File: src/rtl/stot_pkg.sv
// Shared types and constants for the sphere/triangle overlap pipeline.
`default_nettype none
package stot_pkg;

	localparam int COORD_WIDTH     = 24;
	localparam int REG_WIDTH       = 23;
	localparam int KIND_WIDTH      = 3;
	localparam int CFG_INDEX_WIDTH = 1;
	localparam int MUL_CHUNK       = 16;

	typedef logic signed [COORD_WIDTH-1:0] coord_t;

	typedef struct packed {
		coord_t centre_x;
		coord_t centre_y;
		coord_t centre_z;
		coord_t a_x;
		coord_t a_y;
		coord_t a_z;
		coord_t b_x;
		coord_t b_y;
		coord_t b_z;
		coord_t c_x;
		coord_t c_y;
		coord_t c_z;
	} in_item_t;

	typedef struct packed {
		logic                  hit;
		logic [KIND_WIDTH-1:0] contact_kind;
	} out_item_t;

	typedef enum logic [KIND_WIDTH-1:0] {
		KIND_NONE   = 3'd0,
		KIND_PRUNED = 3'd1,
		KIND_VERTEX = 3'd2,
		KIND_EDGE   = 3'd3,
		KIND_FACE   = 3'd4
	} kind_t;

	typedef enum logic [CFG_INDEX_WIDTH-1:0] {
		REG_RADIUS = 1'b0,
		REG_SIDE   = 1'b1
	} cfg_reg_t;

	// decisions available after the first sums
	typedef struct packed {
		logic       prune;
		logic       vert;
		logic [2:0] eez;
		logic [2:0] dok;
	} early_flags_t;

	// decisions available after the second sums
	typedef struct packed {
		logic [2:0] edge_hit;
		logic       face_side;
		logic       nn_zero;
	} late_flags_t;

endpackage
`default_nettype wire

File: src/rtl/sto_mul.sv
// Four-stage signed multiplier built from 16x16 partial products.
`default_nettype none
module sto_mul #(
	parameter int AW = 16,
	parameter int BW = 16
) (
	input  logic                 clk,
	input  logic                 en,
	input  logic signed [AW-1:0] a,
	input  logic signed [BW-1:0] b,
	output logic signed [AW+BW-1:0] p
);
	import stot_pkg::*;

	localparam int CH = MUL_CHUNK;
	localparam int NA = (AW + CH - 1) / CH;
	localparam int NB = (BW + CH - 1) / CH;
	localparam int AP = NA * CH;
	localparam int BP = NB * CH;
	localparam int PW = AP + BP;

	logic [AW-1:0]   abs_a;
	logic [BW-1:0]   abs_b;
	logic [AP-1:0]   mag_a_s1;
	logic [BP-1:0]   mag_b_s1;
	logic            neg_s1, neg_s2, neg_s3;
	logic [2*CH-1:0] pp_s2 [NA][NB];
	logic [PW-1:0]   row_d [NA];
	logic [PW-1:0]   row_s3 [NA];
	logic [PW-1:0]   tot_d;

	// most negative input maps to its magnitude as unsigned bits
	assign abs_a = a[AW-1] ? AW'(-a) : AW'(a);
	assign abs_b = b[BW-1] ? BW'(-b) : BW'(b);

	always_comb begin
		for (int i = 0; i < NA; i++) begin
			row_d[i] = '0;
			for (int j = 0; j < NB; j++) begin
				row_d[i] = row_d[i] + (PW'(pp_s2[i][j]) << (CH * j));
			end
		end
	end

	always_comb begin
		tot_d = '0;
		for (int i = 0; i < NA; i++) begin
			tot_d = tot_d + (row_s3[i] << (CH * i));
		end
	end

	always_ff @(posedge clk) begin
		if (en) begin
			mag_a_s1 <= AP'(abs_a);
			mag_b_s1 <= BP'(abs_b);
			neg_s1   <= a[AW-1] ^ b[BW-1];
			for (int i = 0; i < NA; i++) begin
				for (int j = 0; j < NB; j++) begin
					pp_s2[i][j] <= (2*CH)'(mag_a_s1[i*CH +: CH]) * (2*CH)'(mag_b_s1[j*CH +: CH]);
				end
			end
			neg_s2 <= neg_s1;
			row_s3 <= row_d;
			neg_s3 <= neg_s2;
			p      <= neg_s3 ? (AW+BW)'(-tot_d) : (AW+BW)'(tot_d);
		end
	end

endmodule
`default_nettype wire

File: config.mk
export PLATFORM = sky130hd
export DESIGN_NAME = sto_mul
export DESIGN_NICKNAME = d
export VERILOG_FILES = /design/src/rtl/stot_pkg.sv /design/src/rtl/sto_mul.sv
export SDC_FILE = /design/constraint.sdc
export NUM_CORES = 1
export LEC_CHECK = 0
export BUFFER_PORTS_ARGS = -buffer_cell sky130_fd_sc_hd__buf_2
export CAP_MARGIN = 40
export CORE_UTILIZATION = 69
export DETAILED_ROUTE_END_ITERATION = 7
export PLACE_DENSITY_LB_ADDON = 0.12
export RECOVER_POWER = 25
export REMOVE_ABC_BUFFERS = 1
export SKIP_CTS_REPAIR_TIMING = 1
export SYNTH_ARGS = -nofsm -noshare
export SYNTH_HDL_FRONTEND = slang
export SYNTH_SLANG_ARGS = --single-unit
File: constraint.sdc
create_clock -name clk -period 11.15 [get_ports clk]
set_input_delay 1.115 -clock clk [delete_from_list [all_inputs] [get_ports clk]]
set_output_delay 1.115 -clock clk [all_outputs]
set_load 0.05 [all_outputs]
Yosys cells after proc, flatten, opt, wreduce, memory -nomap -nowiden

Memory sizes are Yosys's and may differ from the RTL's. A register that Yosys moved wholly into a read port is not among the register bits.
Index checks and enable logic that the tools add are counted.
Widths: inputs -> output; s select.

Add/sub/neg operators: 3
$mul: 1
Muxes and demuxes: 5
Bitwise operators: 1

Operators by type and width:

| kind           | count |
|---|---|
| $mul 16x16->32 | 1 |
| $mux 32        | 1 |
| $neg 16->16    | 2 |
| $neg 32->32    | 1 |
| $mux 15        | 2 |
| $mux 1         | 2 |
| $xor 1x1->1    | 1 |

Bits in registers: 67
Memory bits (writable): 32
Input bits: 34
Word-level logic and storage cells: 19
Memories: 1

Memory list:

| memory | words | width | read ports | clocked after Yosys merged registers in | write ports | line          | source |
|---|---|---|---|---|---|---|---|
| pp_s2  | 1     | 32    | 1          | 1                                       | 1           | sto_mul.sv:27 | `logic [2*CH-1:0] pp_s2 [NA][NB];` |

Depth between registers and ports, before layout

Depth in word-level cells: 2
Mapped depth: 22
Gate-level depth less buffers: 21

Worst setup path after synthesis

No wires, ideal clock.

Kind: register to register
Start point: reg mag_b_s1[1]
End point: mem pp_s2[0][30] in the netlist's numbering, data pin
Library setup time: 264 ps
Arrival time: 5,467 ps
Setup slack: 5,420 ps
Cell stages (with the launch flop): 20
Path buffers: 1
Clock period less this slack: 5,730 ps
Cells stage by stage: edfxtp_1 clkbuf_1 nand2_1 fa_1 fa_1 fa_1 fa_1 inv_1 fa_1 inv_1 fa_1 inv_1 ha_1 a21oi_1 o21a_1 nand2b_1 o211ai_1 o31a_1 a221oi_1 xnor2_1

Word-level cells in the longest chain between the ends: 1

Ends and longest elaborated chain:

| item                   | line          | source |
|---|---|---|
| start, declared        | sto_mul.sv:25 | `logic [BP-1:0] mag_b_s1;` |
| start signal, assigned | sto_mul.sv:55 | `mag_b_s1 <= BP'(abs_b);` |
| $mul 16x16->32         | sto_mul.sv:59 | `pp_s2[i][j] <= (2*CH)'(mag_a_s1[i*CH +: CH]) * (2*CH)'(mag_b_s1[j*CH +: CH]);` |
| end, declared          | sto_mul.sv:27 |  |

No other way between the ends.

Worst setup path in the final report

Start point: reg mag_a_s1[6]
End point: mem pp_s2[0][27] in the netlist's numbering, data pin

Word-level cells in the longest chain between the ends: 1

Ends and longest elaborated chain:

| item                   | line          | source |
|---|---|---|
| start, declared        | sto_mul.sv:24 | `logic [AP-1:0] mag_a_s1;` |
| start signal, assigned | sto_mul.sv:54 | `mag_a_s1 <= AP'(abs_a);` |
| $mul 16x16->32         | sto_mul.sv:59 |  |

No other way between the ends.

==> flow_summary.json <==
{
  "min-delay-path-class": "reg2reg",
  "final_max_slew_viol_count": 27,
  "die_h_um": 142.9,
  "cts_root_buffer": "clkbuf_16",
  "tightest_slew_ps": 1575,
  "yosys.area.top_type": "edfxtp_1",
  "hold_ws_ps": 418.0,
  "finalSetupTns_ps": 0,
  "synth_area_um2": 13700,
  "period_minus_slack_ps": 6520,
  "synth.top_cell.area_share_pct": 28.72,
  "place_congestion": 0.9068,
  "max_freq_mhz": 153.4,
  "first_pass_iters": 5,
  "drv_cap": 1,
  "hold_viol_final": 0,
  "initial_core_util_pct": 70.38,
  "wl_per_cell_um": 17.49,
  "fin_crit_sh_pct": 58.47,
  "place_area_um2": 14240,
  "violations": "max-capacitance violations, max-slew violations",
  "drc_errors": 0,
  "ys_seq_elements": 131,
  "grt_pass1_vias": 9594,
  "initialDrtViolationCount": 744,
  "grt_max_degree": 54,
  "clkLatencyLatePin_ps": 440,
  "synthTopCellsByArea": "edfxtp_1, fa_1, ha_1, inv_1, and2_1",
  "track_usage_pct": 30.79,
  "synthCells": 1308,
  "cts_num_sinks": 131,
  "die_area_um2": 20420,
  "synthTopCellsByCount": "inv_1, fa_1, nand2_1",
  "overflow": 0,
  "final_area_um2": 14820,
  "worstPathMaxFanout": 16,
  "crit_end": "pp_s2[0][27]",
  "synth_most_common_cell": "inv_1",
  "antenna_found_initial": 0,
  "r2r_cells": 19,
  "path_clk_slew_ps": 80,
  "status": "finished with violations",
  "place_hpwl_um": 21840,
  "ys_async_sr_fraction_pct": 0,
  "diodes": 0,
  "vias": 9207,
  "core-area_um2": 19460,
  "place_ws_ps": 4699,
  "cp-start-kind": "flip-flop",
  "critPathSlowestCell": "edfxtp_1",
  "ant_nets": 0,
  "r2r_setup_slack_ps": 4630,
  "min-delay-start": "pp_s2[0][15]",
  "fillers": 1297,
  "cts_buffer_depth": 2,
  "synth_edf_count": 131,
  "drive_gt1_share_pct": 7.698,
  "grt_pass1_wl_um": 47290,
  "cp_top_family": "adder cells",
  "worstPathArrival_ps": 6690,
  "nNetsFinal": 1686,
  "die_w_um": 142.9,
  "syn_area_per_cell_um2": 10.47,
  "portBuffers": 65,
  "crit_chain": "and2_1, fa_1, inv_1, fa_1, fa_1, fa_1, inv_1, fa_1, inv_1, fa_1, inv_1, ha_1, nand2_1, a211oi_1, o22ai_1, o31a_1, o21ai_1, a21oi_1, xnor2_1",
  "r2r-end": "pp_s2[0][27]",
  "synth_ff_type": "edfxtp_1",
  "slowest_delay_ps": 710,
  "cp.required_ps": 11320,
  "critical_path_class": "reg2reg",
  "worst_clock_skew_ps": 26.30,
  "synth_cell_types": 50,
  "finalSetupViolCount": 0,
  "htreeDepth": 4,
  "yosys_warnings": 0,
  "postRouteWirelength_um": 28490,
  "crit_top_cell": "fa_1",
  "yosysSeqAreaShare_pct": 28.72,
  "cp_num_cells": 19,
  "areaGrowthSynthToFinish_pct": 8.184,
  "tritoncts": "done",
  "whs_path_depth": 0,
  "crit_path_end_kind": "flip-flop",
  "rows": 51,
  "viasPerCell": 5.652,
  "pin_count": 66,
  "rsz0062_at_grt": "no",
  "slew_headroom_pct": -5.022,
  "cts-buffers-inserted": 17,
  "startpoint": "mag_a_s1[6]",
  "cp_num_buf_inv": 4,
  "r2r-start": "mag_a_s1[6]",
  "final.setup.worst_slack_ps": 4630
}
worst register-to-register path: cells and delay by family (launching register included):
kind                     cells  cell delay [ps]
flip-flops                   1              710
adder cells (fa/ha/maj)      7             3410
XOR/XNOR                     1              140
AO/OA/AOI/OAI                5             1360
buffers and inverters        4              210
AND/OR/NAND/NOR              2              430
cell families after synthesis:
group / synth area share [%]
DFF: 28.72
AOI/OAI and AO/OA: 6.120
xor gates and xnor gates: 5.499
and+or+nand+nor: 13.98
adders and majority gates: 38.13
buffers and inverters: 7.563
metrics by stage:
stage | util [%] | std cells
2_1_floorplan | - | 1264
3_3_place_gp | 72.96 | 1595
3_5_place_dp | 73.18 | 1597
4_1_cts | 76.19 | 1629
5_1_grt | 76.14 | 1629
6_report | 76.14 | 1629
per-layer routing:
layer | GRT usage [%] | up-vias | share of wire (%)
li1 | - | 4257 | -
met5 | 0 | - | 0
met1 | 39.72 | 4529 | 42
met2 | 51.60 | 371 | 49
met4 | 10.30 | 0 | 2.1
met3 | 6.875 | 50 | 6.9
worst min-delay path by stage:
stage	slack [ps]	endpoint
finish	420	row_s3[15]
global route	420	row_s3[16]
CTS	420	row_s3[8]
detailed placement	400	row_s3[7]
global placement	400	row_s3[28]
floorplan	400	neg_s2
flip-flops by register name (all words and copies together), names as in the netlist:
signal    cells
neg_s2        1
row_s3       32
neg_s1        1
mag_b_s1     16
pp_s2        32
p            32
neg_s3        1
mag_a_s1     16
layout by cell type, fill, tap and decap left out, drive strengths merged, types with 4 or more instances in the layout:
master / Yosys / layout
a211oi: 5 / 5
a21o: 9 / 9
a21oi: 26 / 26
a31oi: 6 / 6
and2: 125 / 125
buf: 2 / 63
clkbuf: 42 / 22
edfxtp: 131 / 131
fa: 194 / 194
ha: 107 / 107
inv: 232 / 242
nand2: 182 / 182
nand2b: 9 / 9
nand3: 11 / 11
nand4: 5 / 5
nor2: 21 / 21
nor3: 7 / 7
o21ai: 36 / 36
o21bai: 7 / 7
o31ai: 16 / 16
o41ai: 6 / 6
or3: 12 / 12
or4: 4 / 4
xnor2: 78 / 78
xor2: 8 / 8
layout make-up:
type	count	area [um2]	share of cell area (%)
flip-flops and latches	131	3934	26.55
multi-input cells	901	8728	58.90
well taps	265	331.6	2.237
clock buffers	17	425.4	2.871
inverters	232	870.8	5.876
repair buffers	68	369.1	2.491
clock inverters	15	160.2	1.081
Power is not shown: default switching activity piles up to over one toggle a cycle in this logic, so the estimate is an artifact.
